File: src/rtl/hltr_pkg.sv
`timescale 1ns / 1ps
// ----------------------------------------------------------------------------
// hltr_pkg
// shared widths, constants and types of the hue/lightness to rgb pipeline
// ----------------------------------------------------------------------------
package hltr_pkg;

  // payload widths
  localparam int HUE_W   = 16;
  localparam int LIGHT_W = 13;
  localparam int COLOR_W = 8;

  // hue scale: round(3/pi * 2^24), sixths of a turn
  localparam int HUE_K_W     = 24;
  localparam int HUE_K_SHIFT = 24;
  localparam logic [HUE_K_W-1:0] HUE_K = 24'd16021061;

  // integer sixths: 3 for the pi offset plus 384, a multiple of six
  localparam int SECT_IP_W = 10;
  localparam logic [SECT_IP_W-1:0] SIXTHS_BIAS = 10'd387;
  localparam logic [SECT_IP_W-1:0] SECTORS     = 10'd6;

  // reciprocal of six for the sector reduction (underestimate, one correction)
  localparam int RECIP6_W     = 8;
  localparam int RECIP6_SHIFT = 10;
  localparam logic [RECIP6_W-1:0] RECIP6 = 8'd170;

  // register stages from input to output register
  localparam int NUM_STAGES = 5;

  typedef enum logic [2:0] {
    SECTOR_0 = 3'd0,
    SECTOR_1 = 3'd1,
    SECTOR_2 = 3'd2,
    SECTOR_3 = 3'd3,
    SECTOR_4 = 3'd4,
    SECTOR_5 = 3'd5
  } sector_t;

  typedef enum logic [1:0] {
    LM_DARK   = 2'd0,
    LM_BRIGHT = 2'd1,
    LM_BLACK  = 2'd2
  } light_mode_t;

endpackage

File: src/rtl/hltr_in_if.sv
`timescale 1ns / 1ps
// ----------------------------------------------------------------------------
// hltr_in_if
// input channel: hue and lightness with valid/ready
// ----------------------------------------------------------------------------
interface hltr_in_if import hltr_pkg::*; ();
  logic                      valid;
  logic                      ready;
  logic signed [HUE_W-1:0]   hue;
  logic        [LIGHT_W-1:0] lightness;

  modport source (output valid, hue, lightness, input ready);
  modport sink   (input valid, hue, lightness, output ready);
endinterface

File: src/rtl/hltr_out_if.sv
`timescale 1ns / 1ps
// ----------------------------------------------------------------------------
// hltr_out_if
// output channel: red, green and blue with valid/ready
// ----------------------------------------------------------------------------
interface hltr_out_if import hltr_pkg::*; ();
  logic               valid;
  logic               ready;
  logic [COLOR_W-1:0] red;
  logic [COLOR_W-1:0] green;
  logic [COLOR_W-1:0] blue;

  modport source (output valid, red, green, blue, input ready);
  modport sink   (input valid, red, green, blue, output ready);
endinterface

File: src/rtl/hltr_sector.sv
`timescale 1ns / 1ps
// ----------------------------------------------------------------------------
// hltr_sector
// stages 1-3: hue scaling, sector and fraction, channel levels, lightness mode
// ----------------------------------------------------------------------------
module hltr_sector import hltr_pkg::*; #(
  parameter int FRAC_BITS = 12
) (
  input  logic               clk,
  input  logic [2:0]         adv,
  input  logic signed [HUE_W-1:0] hue,
  input  logic [LIGHT_W-1:0] lightness,
  output logic [FRAC_BITS:0] red_level,
  output logic [FRAC_BITS:0] green_level,
  output logic [FRAC_BITS:0] blue_level,
  output light_mode_t        mode,
  output logic [FRAC_BITS:0] light_mult
);

  localparam int PROD_W = HUE_K_SHIFT + FRAC_BITS + SECT_IP_W + 1;
  localparam int LW     = (LIGHT_W > FRAC_BITS + 1) ? LIGHT_W : FRAC_BITS + 1;
  localparam logic [FRAC_BITS:0] ONE = {1'b1, {FRAC_BITS{1'b0}}};

  // stage 1
  logic signed [PROD_W-1:0] prod1;
  logic [LIGHT_W-1:0]       light1;

  // stage 2
  logic [SECT_IP_W-1:0]          sixths;
  logic [SECT_IP_W+RECIP6_W-1:0] quot_full;
  logic [RECIP6_W-1:0]           quot;
  logic [SECT_IP_W-1:0]          rem_full;
  logic [3:0]                    rem;
  logic [2:0]                    sector_raw;
  logic [LW:0]                   two_l;
  logic [LW:0]                   light_x;
  logic [LW:0]                   one_x;
  light_mode_t                   mode_next;
  logic [LW:0]                   mult_wide;
  sector_t                       sector2;
  logic [FRAC_BITS-1:0]          frac2;
  light_mode_t                   mode2;
  logic [FRAC_BITS:0]            mult2;

  // stage 3
  logic [FRAC_BITS:0] rise;
  logic [FRAC_BITS:0] fall;
  logic [FRAC_BITS:0] red_next;
  logic [FRAC_BITS:0] green_next;
  logic [FRAC_BITS:0] blue_next;

  always_ff @(posedge clk) begin
    if (adv[0]) begin
      prod1  <= PROD_W'(hue) * PROD_W'($signed({1'b0, HUE_K}));
      light1 <= lightness;
    end
  end

  // integer part in sixths, reduced mod 6 through a reciprocal multiply
  always_comb begin
    sixths     = prod1[HUE_K_SHIFT+FRAC_BITS +: SECT_IP_W] + SIXTHS_BIAS;
    quot_full  = (SECT_IP_W+RECIP6_W)'(sixths) * (SECT_IP_W+RECIP6_W)'(RECIP6);
    quot       = quot_full[RECIP6_SHIFT +: RECIP6_W];
    rem_full   = sixths - SECT_IP_W'(SECT_IP_W'(quot) * SECTORS);
    rem        = rem_full[3:0];
    if (rem >= 4'(SECTORS)) begin
      sector_raw = 3'(rem - 4'(SECTORS));
    end else begin
      sector_raw = rem[2:0];
    end
  end

  // lightness: scale below one half, blend toward white up to one, else black
  always_comb begin
    light_x = (LW+1)'(light1);
    two_l   = {light_x[LW-1:0], 1'b0};
    one_x   = (LW+1)'(ONE);
    if (two_l <= one_x) begin
      mode_next = LM_DARK;
      mult_wide = two_l;
    end else if (light_x <= one_x) begin
      mode_next = LM_BRIGHT;
      mult_wide = two_l - one_x;
    end else begin
      mode_next = LM_BLACK;
      mult_wide = '0;
    end
  end

  always_ff @(posedge clk) begin
    if (adv[1]) begin
      sector2 <= sector_t'(sector_raw);
      frac2   <= prod1[HUE_K_SHIFT +: FRAC_BITS];
      mode2   <= mode_next;
      mult2   <= mult_wide[FRAC_BITS:0];
    end
  end

  always_comb begin
    rise = (FRAC_BITS+1)'(frac2);
    fall = ONE - rise;
    case (sector2)
      SECTOR_0: begin
        red_next = '0;   green_next = fall; blue_next = ONE;
      end
      SECTOR_1: begin
        red_next = rise; green_next = '0;   blue_next = ONE;
      end
      SECTOR_2: begin
        red_next = ONE;  green_next = '0;   blue_next = fall;
      end
      SECTOR_3: begin
        red_next = ONE;  green_next = rise; blue_next = '0;
      end
      SECTOR_4: begin
        red_next = fall; green_next = ONE;  blue_next = '0;
      end
      SECTOR_5: begin
        red_next = '0;   green_next = ONE;  blue_next = rise;
      end
      default: begin
        red_next = '0;   green_next = '0;   blue_next = '0;
      end
    endcase
  end

  always_ff @(posedge clk) begin
    if (adv[2]) begin
      red_level   <= red_next;
      green_level <= green_next;
      blue_level  <= blue_next;
      mode        <= mode2;
      light_mult  <= mult2;
    end
  end

endmodule

File: src/rtl/hltr_shade.sv
`timescale 1ns / 1ps
// ----------------------------------------------------------------------------
// hltr_shade
// stages 4-5 of one channel: lightness product, blend and scale to 8 bits
// ----------------------------------------------------------------------------
module hltr_shade import hltr_pkg::*; #(
  parameter int FRAC_BITS = 12
) (
  input  logic               clk,
  input  logic [1:0]         adv,
  input  logic [FRAC_BITS:0] level,
  input  light_mode_t        mode,
  input  logic [FRAC_BITS:0] light_mult,
  output logic [COLOR_W-1:0] color
);

  localparam int V_W = 2 * FRAC_BITS + 1;
  localparam int S_W = V_W + COLOR_W;
  localparam logic [FRAC_BITS:0] ONE = {1'b1, {FRAC_BITS{1'b0}}};

  logic [FRAC_BITS:0] mul_a;
  logic [V_W-1:0]     base_next;
  logic [V_W:0]       prod4;
  logic [V_W-1:0]     base4;
  logic [V_W:0]       sum;
  logic [V_W-1:0]     val;
  logic [S_W-1:0]     scaled;

  // dark: c*2L; bright: c*ONE + (ONE-c)*(2L-ONE); black: zero
  always_comb begin
    case (mode)
      LM_DARK: begin
        mul_a     = level;
        base_next = '0;
      end
      LM_BRIGHT: begin
        mul_a     = ONE - level;
        base_next = {level, {FRAC_BITS{1'b0}}};
      end
      default: begin
        mul_a     = '0;
        base_next = '0;
      end
    endcase
  end

  always_ff @(posedge clk) begin
    if (adv[0]) begin
      prod4 <= (V_W+1)'(mul_a) * (V_W+1)'(light_mult);
      base4 <= base_next;
    end
  end

  // times 255 as a shift and subtract, one truncation at the end
  always_comb begin
    sum    = prod4 + (V_W+1)'(base4);
    val    = sum[V_W-1:0];
    scaled = {val, {COLOR_W{1'b0}}} - S_W'(val);
  end

  always_ff @(posedge clk) begin
    if (adv[1]) begin
      color <= scaled[2*FRAC_BITS +: COLOR_W];
    end
  end

endmodule

File: src/rtl/hue_lightness_to_rgb_unit.sv
`timescale 1ns / 1ps
// ----------------------------------------------------------------------------
// hue_lightness_to_rgb_unit
// full-saturation hue/lightness to 8-bit rgb, five-stage pipeline
// ----------------------------------------------------------------------------
//
//  channel   dir  handshake      payload
//  pix_in    in   valid / ready  hue (s16, Q3.F radians), lightness (u13, Q.F)
//  pix_out   out  valid / ready  red, green, blue (u8 each)
//
//  one transaction in and one out per cycle while pix_out is not stalled
//  the five register stages are hue multiply, sector and lightness mode,
//    channel levels, lightness multiply, blend and scale
//  rst (synchronous) clears only the stage valid bits; data needs no reset
//  each stage holds when its successor is full and stalled, so bubbles
//    close up and a stalled output does not block a partly empty pipeline
//
module hue_lightness_to_rgb_unit import hltr_pkg::*; #(
  parameter int FRAC_BITS = 12
) (
  input  logic          clk,
  input  logic          rst,
  hltr_in_if.sink       pix_in,
  hltr_out_if.source    pix_out
);

  // stage valid bits, index 1 is the first register stage
  logic [NUM_STAGES:1] vld;
  logic [NUM_STAGES:0] vld_src;
  // stage load enables
  logic [NUM_STAGES:1] adv;

  logic [FRAC_BITS:0] red_level;
  logic [FRAC_BITS:0] green_level;
  logic [FRAC_BITS:0] blue_level;
  light_mode_t        mode;
  logic [FRAC_BITS:0] light_mult;

  // a stage loads when it is empty or its content moves on
  always_comb begin
    adv[NUM_STAGES] = !vld[NUM_STAGES] || pix_out.ready;
    for (int k = NUM_STAGES - 1; k >= 1; k--) begin
      adv[k] = !vld[k] || adv[k+1];
    end
  end

  assign vld_src      = {vld, pix_in.valid};
  assign pix_in.ready = adv[1];

  always_ff @(posedge clk) begin
    if (rst) begin
      vld <= '0;
    end else begin
      for (int k = 1; k <= NUM_STAGES; k++) begin
        if (adv[k]) begin
          vld[k] <= vld_src[k-1];
        end
      end
    end
  end

  // stages 1-3: sector, fraction and per-channel levels
  hltr_sector #(
    .FRAC_BITS (FRAC_BITS)
  ) u_sector (
    .clk         (clk),
    .adv         (adv[3:1]),
    .hue         (pix_in.hue),
    .lightness   (pix_in.lightness),
    .red_level   (red_level),
    .green_level (green_level),
    .blue_level  (blue_level),
    .mode        (mode),
    .light_mult  (light_mult)
  );

  // stages 4-5: one shading lane per channel
  hltr_shade #(
    .FRAC_BITS (FRAC_BITS)
  ) u_shade_red (
    .clk        (clk),
    .adv        (adv[5:4]),
    .level      (red_level),
    .mode       (mode),
    .light_mult (light_mult),
    .color      (pix_out.red)
  );

  hltr_shade #(
    .FRAC_BITS (FRAC_BITS)
  ) u_shade_green (
    .clk        (clk),
    .adv        (adv[5:4]),
    .level      (green_level),
    .mode       (mode),
    .light_mult (light_mult),
    .color      (pix_out.green)
  );

  hltr_shade #(
    .FRAC_BITS (FRAC_BITS)
  ) u_shade_blue (
    .clk        (clk),
    .adv        (adv[5:4]),
    .level      (blue_level),
    .mode       (mode),
    .light_mult (light_mult),
    .color      (pix_out.blue)
  );

  assign pix_out.valid = vld[NUM_STAGES];

  // input back-pressure only when every stage holds a transaction
  a_full_when_blocked : assert property (@(posedge clk) disable iff (rst)
    !pix_in.ready |-> (&vld))
    else $error("input blocked with an empty stage");

  // a valid stage whose successor cannot load keeps its transaction
  a_mid_stage_holds : assert property (@(posedge clk) disable iff (rst)
    (vld[3] && !adv[4]) |=> vld[3])
    else $error("stage 3 transaction lost during stall");

  // a loading stage takes the valid bit of its predecessor
  a_valid_moves : assert property (@(posedge clk) disable iff (rst)
    adv[2] |=> (vld[2] == $past(vld[1])))
    else $error("stage 2 valid bit out of step");

  // reset empties the pipeline
  a_reset_empty : assert property (@(posedge clk)
    rst |=> (vld == '0))
    else $error("pipeline not empty after reset");

endmodule
File: src/flat_wrapper.sv
// flat-port wrapper written by rule: the top's interface ports become plain ports
module hue_lightness_to_rgb_unit_flat import hltr_pkg::*;
#(
  parameter int FRAC_BITS = 12
)
  (clk, rst, pix_in_valid, pix_in_hue, pix_in_lightness, pix_in_ready, pix_out_valid, pix_out_red, pix_out_green, pix_out_blue, pix_out_ready);
  hltr_in_if pix_in_i ();
  hltr_out_if pix_out_i ();
  input  logic clk;
  input  logic rst;
  input wire logic [$bits(pix_in_i.valid)-1:0] pix_in_valid;
  input wire logic [$bits(pix_in_i.hue)-1:0] pix_in_hue;
  input wire logic [$bits(pix_in_i.lightness)-1:0] pix_in_lightness;
  output wire logic [$bits(pix_in_i.ready)-1:0] pix_in_ready;
  output wire logic [$bits(pix_out_i.valid)-1:0] pix_out_valid;
  output wire logic [$bits(pix_out_i.red)-1:0] pix_out_red;
  output wire logic [$bits(pix_out_i.green)-1:0] pix_out_green;
  output wire logic [$bits(pix_out_i.blue)-1:0] pix_out_blue;
  input wire logic [$bits(pix_out_i.ready)-1:0] pix_out_ready;
  assign pix_in_i.valid = pix_in_valid;
  assign pix_in_i.hue = pix_in_hue;
  assign pix_in_i.lightness = pix_in_lightness;
  assign pix_in_ready = pix_in_i.ready;
  assign pix_out_valid = pix_out_i.valid;
  assign pix_out_red = pix_out_i.red;
  assign pix_out_green = pix_out_i.green;
  assign pix_out_blue = pix_out_i.blue;
  assign pix_out_i.ready = pix_out_ready;
  hue_lightness_to_rgb_unit #(.FRAC_BITS(FRAC_BITS)) u_core (.clk(clk), .rst(rst), .pix_in(pix_in_i), .pix_out(pix_out_i));
endmodule
File: config.mk
export PLATFORM = sky130hd
export DESIGN_NAME = hue_lightness_to_rgb_unit_flat
export DESIGN_NICKNAME = d
export VERILOG_FILES = /design/src/rtl/hltr_pkg.sv /design/src/rtl/hltr_in_if.sv /design/src/rtl/hltr_out_if.sv /design/src/rtl/hltr_sector.sv /design/src/rtl/hltr_shade.sv /design/src/rtl/hue_lightness_to_rgb_unit.sv /design/src/flat_wrapper.sv
export SDC_FILE = /design/constraint.sdc
export NUM_CORES = 2
export LEC_CHECK = 0
export ABC_AREA = 1
export ABC_CLOCK_PERIOD_IN_PS = 8050
export BUFFER_PORTS_ARGS = -buffer_cell sky130_fd_sc_hd__buf_4
export CAP_MARGIN = 30
export CORE_MARGIN = 4
export CORE_UTILIZATION = 56
export CTS_BUF_LIST = sky130_fd_sc_hd__clkbuf_8
export CTS_CLUSTER_DIAMETER = 200
export CTS_CLUSTER_SIZE = 30
export DETAILED_ROUTE_END_ITERATION = 7
export HOLD_SLACK_MARGIN = 0.06
export PLACE_DENSITY = 0.77
export SYNTH_ARGS = -nofsm -noshare
export SYNTH_HDL_FRONTEND = slang
export SYNTH_HIERARCHICAL = 1
export SYNTH_SLANG_ARGS = --single-unit
File: constraint.sdc
create_clock -name clk -period 8.05 [get_ports clk]
set_input_delay 0.4025 -clock clk [delete_from_list [all_inputs] [get_ports clk]]
set_output_delay 0.4025 -clock clk [all_outputs]
set_load 0.01 [all_outputs]
==> results.rst <==
.. list-table::
   :header-rows: 1

   * - Metric
     - Value
   * - CTS max path bufs
     - 3
   * - Crit path max-delay family
     - adder cells
   * - Total clock buffers created by CTS
     - 12
   * - Core Region
     - between 70000 and 80000 um^2
   * - CTS Root Buffer Type
     - clkbuf_8
   * - Highest cell delay on the worst timing path
     - about 0.73 ns
   * - Filler Cells Inserted
     - between 6000 and 7000
   * - Area fraction in compound gates after synthesis
     - 5.887%
   * - Adder-cell area share of the yosys netlist
     - 40.10%
   * - Launching element type of the critical path
     - flop
   * - Routed Antenna Nets
     - 0
   * - Power per Cell Area
     - just over 400 nW/um^2
   * - Clk Latency, worst-skew pair
     - roughly 0.6 ns
   * - Setup repair after global routing missed its margin
     - no
   * - GR Util All Layers
     - a little over a quarter
   * - Share of async-settable or async-resettable flops after synthesis
     - 0%
   * - Via density per instance
     - roughly 5.4
   * - Net count of the mapped netlist
     - 5855
   * - CTS-repair resized insts
     - 0
   * - EDFF count, synth
     - 250
   * - Top cell by count, worst path
     - fa_1
   * - Post-Syn Area per Cell
     - between 8 and 9 um^2
   * - Minimum period implied by the final worst setup slack
     - around 6.6 ns
   * - Synthesized cell area
     - just under 40000 um^2
   * - Final max-slew violation count
     - 0
   * - Sum of buffers and inverters on the critical path
     - 5
   * - Mux share of post-synthesis cell area
     - 0%
   * - Antenna violations before repair
     - 3
   * - First drt pass iteration count
     - 6
   * - Area added between synthesis and finish
     - 4.984%
   * - Number of warnings printed during yosys synthesis
     - 6
   * - Maximum fanout encountered on the critical timing path
     - 17
   * - Area fraction in and, or, nand and nor cells after synthesis
     - between 20% and 30%
   * - Number of clock sinks seen by CTS
     - ~260
   * - Synth area leader
     - fa_1
   * - Rel. slew slack
     - 31.38%
   * - RD Place Congestion
     - between 0.9 and 1
   * - Critical-path top delay cell
     - edfxtp_1
   * - Clock Skew
     - 0.03627 ns
   * - Most used DFF post-synth
     - edfxtp_1
   * - Tcrit/Tclk final
     - around 83%
   * - Outcome
     - finished clean
   * - Main combinational cell family by area after synthesis
     - adder cells
   * - Static Leakage
     - 22.14 nW
   * - Proportion of layout cells with a drive suffix above 1
     - 5.720%
   * - Cell row count
     - a little under 100
   * - Clock tree from TritonCTS
     - yes
   * - Number of top-level pins
     - 59
   * - Final setup vio count
     - 0
   * - Cell-by-cell listing of the critical path
     - clkinv_1 > nand3_1 > inv_1 > nand2_1 > fa_1 > fa_1 > inv_1 > fa_1 > fa_1 > inv_1 > fa_1 > inv_1 > ha_1 > nand2_1 > nor4_2 > a21oi_1 > o21bai_1 > xor2_1
   * - Peak Freq
     - roughly 0.15 GHz
   * - Sequential cell area
     - 7607 um^2
   * - Area occupied by multi-input gates
     - 27590 um^2
   * - Clock slew at reported path FFs
     - about 0.2 ns
   * - Worst setup path category
     - flop to flop
   * - DP HPWL
     - between 80000 and 90000 um
   * - Commonest cells post-synth
     - 1120 x inv_1, 858 x nand2_1, 560 x nor2_1
   * - Crit path required time
     - ~8.4 ns
   * - Arrival time of the worst setup path
     - 7.03 ns
   * - Number of DRC violations after detailed routing
     - 0
   * - Number of maximum-capacitance violations
     - 0
   * - Horizontal extent of the die
     - around 270 um
   * - Worst Hold Class
     - input port to flop
   * - Pin count of the biggest net entering global routing
     - 58
   * - Share of the yosys chip area belonging to registers
     - a little under a fifth
   * - Area of the die
     - roughly 75000 um^2
   * - Congestion Overflow GR
     - 0
   * - Total chip power
     - about 17 mW
   * - Starting Density
     - between 50% and 60%
   * - Post-synthesis register bit count
     - about 260
   * - Maximum resistive drop on vdd
     - 0.9122 mV
   * - Type of element capturing the critical path
     - flop
   * - Die extent in y
     - ~270 um
   * - Cells taking the most area after synthesis
     - fa_1 25%, edfxtp_1 19%, ha_1 15%, inv_1 11%, nand2_1 8.1%
   * - DR vias
     - roughly 32000
   * - Depth of the CTS H-tree
     - 1
   * - Initial drt markers
     - roughly 2400
   * - Number of global-route vias before repair
     - ~32000
   * - Number of distinct library cell variants in the gate-level netlist after synthesis
     - 60
   * - Final hold violations
     - 0
   * - Transition at the pin with the smallest max-transition slack
     - between 1 and 1.5 ns
   * - Mean routed wirelength per cell
     - between 15 and 20 um
   * - Leading cell type by number of instances after synthesis
     - inv_1
   * - Wirelength, routed
     - between 90000 and 100000 um
   * - Setup Total Neg Slack
     - 0 ns
   * - Number of instances in the synthesized netlist
     - about 4800
   * - Final net count
     - about 5900
   * - First-pass GRT wire length
     - ~160000 um
   * - Buffers added on ports
     - 58
   * - Area share of the largest cell type after synthesis
     - 24.83%
   * - XOR/XNOR share of the synthesized area
     - between 2 and 2.5%
-- report_power, final --
part | internal, mW | switching, mW | leakage (nW)
combinational | 5.09 | 9.07 | 19.1
sequential | 2.26 | 0.295 | 2.93
clock | 0.155 | 0.423 | 0.119
total | 7.51 | 9.79 | 22.1
-- through the flow --
step	hold slack [ns]	utilization [%]	instance area (um^2)	worst slack, ns	cells
4_1_cts	0.06612	59.45	41710	1.477	5852
2_1_floorplan	0.4003	-	39740	2.426	4844
3_5_place_dp	0.4045	58.96	41360	1.516	5820
5_1_grt	0.3866	59.47	41720	0.9679	5854
3_3_place_gp	0.4020	58.89	41310	1.659	5818
6_report	0.3669	59.48	41720	1.405	5855
-- registers in the layout, indices dropped and copies added, names as in the netlist, 13 cells and up --
| name | count |
|---|---|
| u_core/u_shade_red/base4 | 13 |
| u_core/u_sector/green_level | 13 |
| u_core/u_shade_red/prod4 | 25 |
| u_core/u_sector/prod1 | 17 |
| u_core/u_sector/red_level | 13 |
| u_core/u_shade_green/base4 | 13 |
| u_core/u_shade_green/prod4 | 25 |
| u_core/u_shade_blue/base4 | 13 |
| u_core/u_shade_blue/prod4 | 25 |
| u_core/u_sector/light1 | 13 |
| u_core/u_sector/blue_level | 13 |
-- area by class of cell --
cell class | instances | area share, %
repair buffers | 91 | 1.805
inverters | 1167 | 10.51
clock inverters | 5 | 0.06897
well taps | 940 | 2.819
flip-flops and latches | 255 | 18.23
diodes | 2 | 0.01200
multi-input cells | 3382 | 66.13
clock buffers | 13 | 0.4288
-- kinds of logic after synthesis --
logic type / Yosys count
AND/OR/NAND/NOR: 1885
buffers and inverters: 1207
adder cells (fa/ha/maj): 978
AO/OA/AOI/OAI: 413
flip-flops: 255
XOR/XNOR: 105
other: 1
-- cells in the final DEF (no fill, tap or decap), types with 4 or more instances in the layout --
cell / count
xnor2_1: 29
o21bai_1: 20
nor2_4: 12
a21oi_2: 4
buf_4: 74
fa_1: 493
nor3_4: 4
a21boi_0: 6
edfxtp_1: 250
o21ai_1: 12
inv_1: 1122
nor3_1: 29
a21o_1: 18
xor2_1: 74
nand2_4: 4
o21a_1: 9
nor2_1: 560
dlygate4sd3_1: 15
clkinv_1: 19
a21oi_1: 188
nor3_2: 4
clkbuf_8: 13
nand4_1: 69
o22ai_1: 36
or2_2: 4
dfxtp_1: 5
nand3b_1: 7
o211ai_1: 5
nor2_2: 38
nand3_2: 27
nand3_4: 6
nand2_1: 858
ha_1: 485
inv_2: 28
nor4_1: 11
a31oi_1: 8
o21ai_0: 99
nand2_2: 40
nand3_1: 197
-- path summary, 6_finish.rpt --
kind,from,to,slack [ns],cells past startpoint
setup / recovery,u_core/u_sector/mode[1],u_core/u_shade_blue/prod4[20],1.41,18
hold / removal,pix_out_ready,u_core/u_shade_green/prod4[24],0.37,3
setup reg to reg,u_core/u_sector/mode[1],u_core/u_shade_blue/prod4[20],1.41,18
hold reg to reg,u_core/u_sector/prod1[31],u_core/u_sector/frac2[7],0.43,0
-- worst register-to-register path, stage by stage (launching register included) --
cell and delay [ns]:
edfxtp_1 0.73, clkinv_1 0.71, nand3_1 0.57, inv_1 0.23
nand2_1 0.12, fa_1 0.48, fa_1 0.56, inv_1 0.05
fa_1 0.50, fa_1 0.55, inv_1 0.06, fa_1 0.53
inv_1 0.04, ha_1 0.36, nand2_1 0.14, nor4_2 0.35
a21oi_1 0.18, o21bai_1 0.19, xor2_1 0.08
-- repair_timing --
item,4_1_cts,5_1_grt
hold endpoints to repair,18,1
hold buffers,14,1
buffers inserted,0,0
endpoints found under the setup margin,0,0
-- per-layer routing --
| layer | vias up | share of wire, % | global-route usage [%] | wire length (um) |
|---|---|---|---|---|
| met2 | 1200 | 47 | 45.59 | 46770 |
| met5 | - | 0 | 0 | 0 |
| met1 | 15200 | 42 | 35.88 | 41800 |
| li1 | 15230 | - | - | - |
| met3 | 249 | 6.6 | 3.596 | 6582 |
| met4 | 0 | 4.0 | 9.156 | 3914 |
Note: power is estimated with default switching activity, not from simulation.
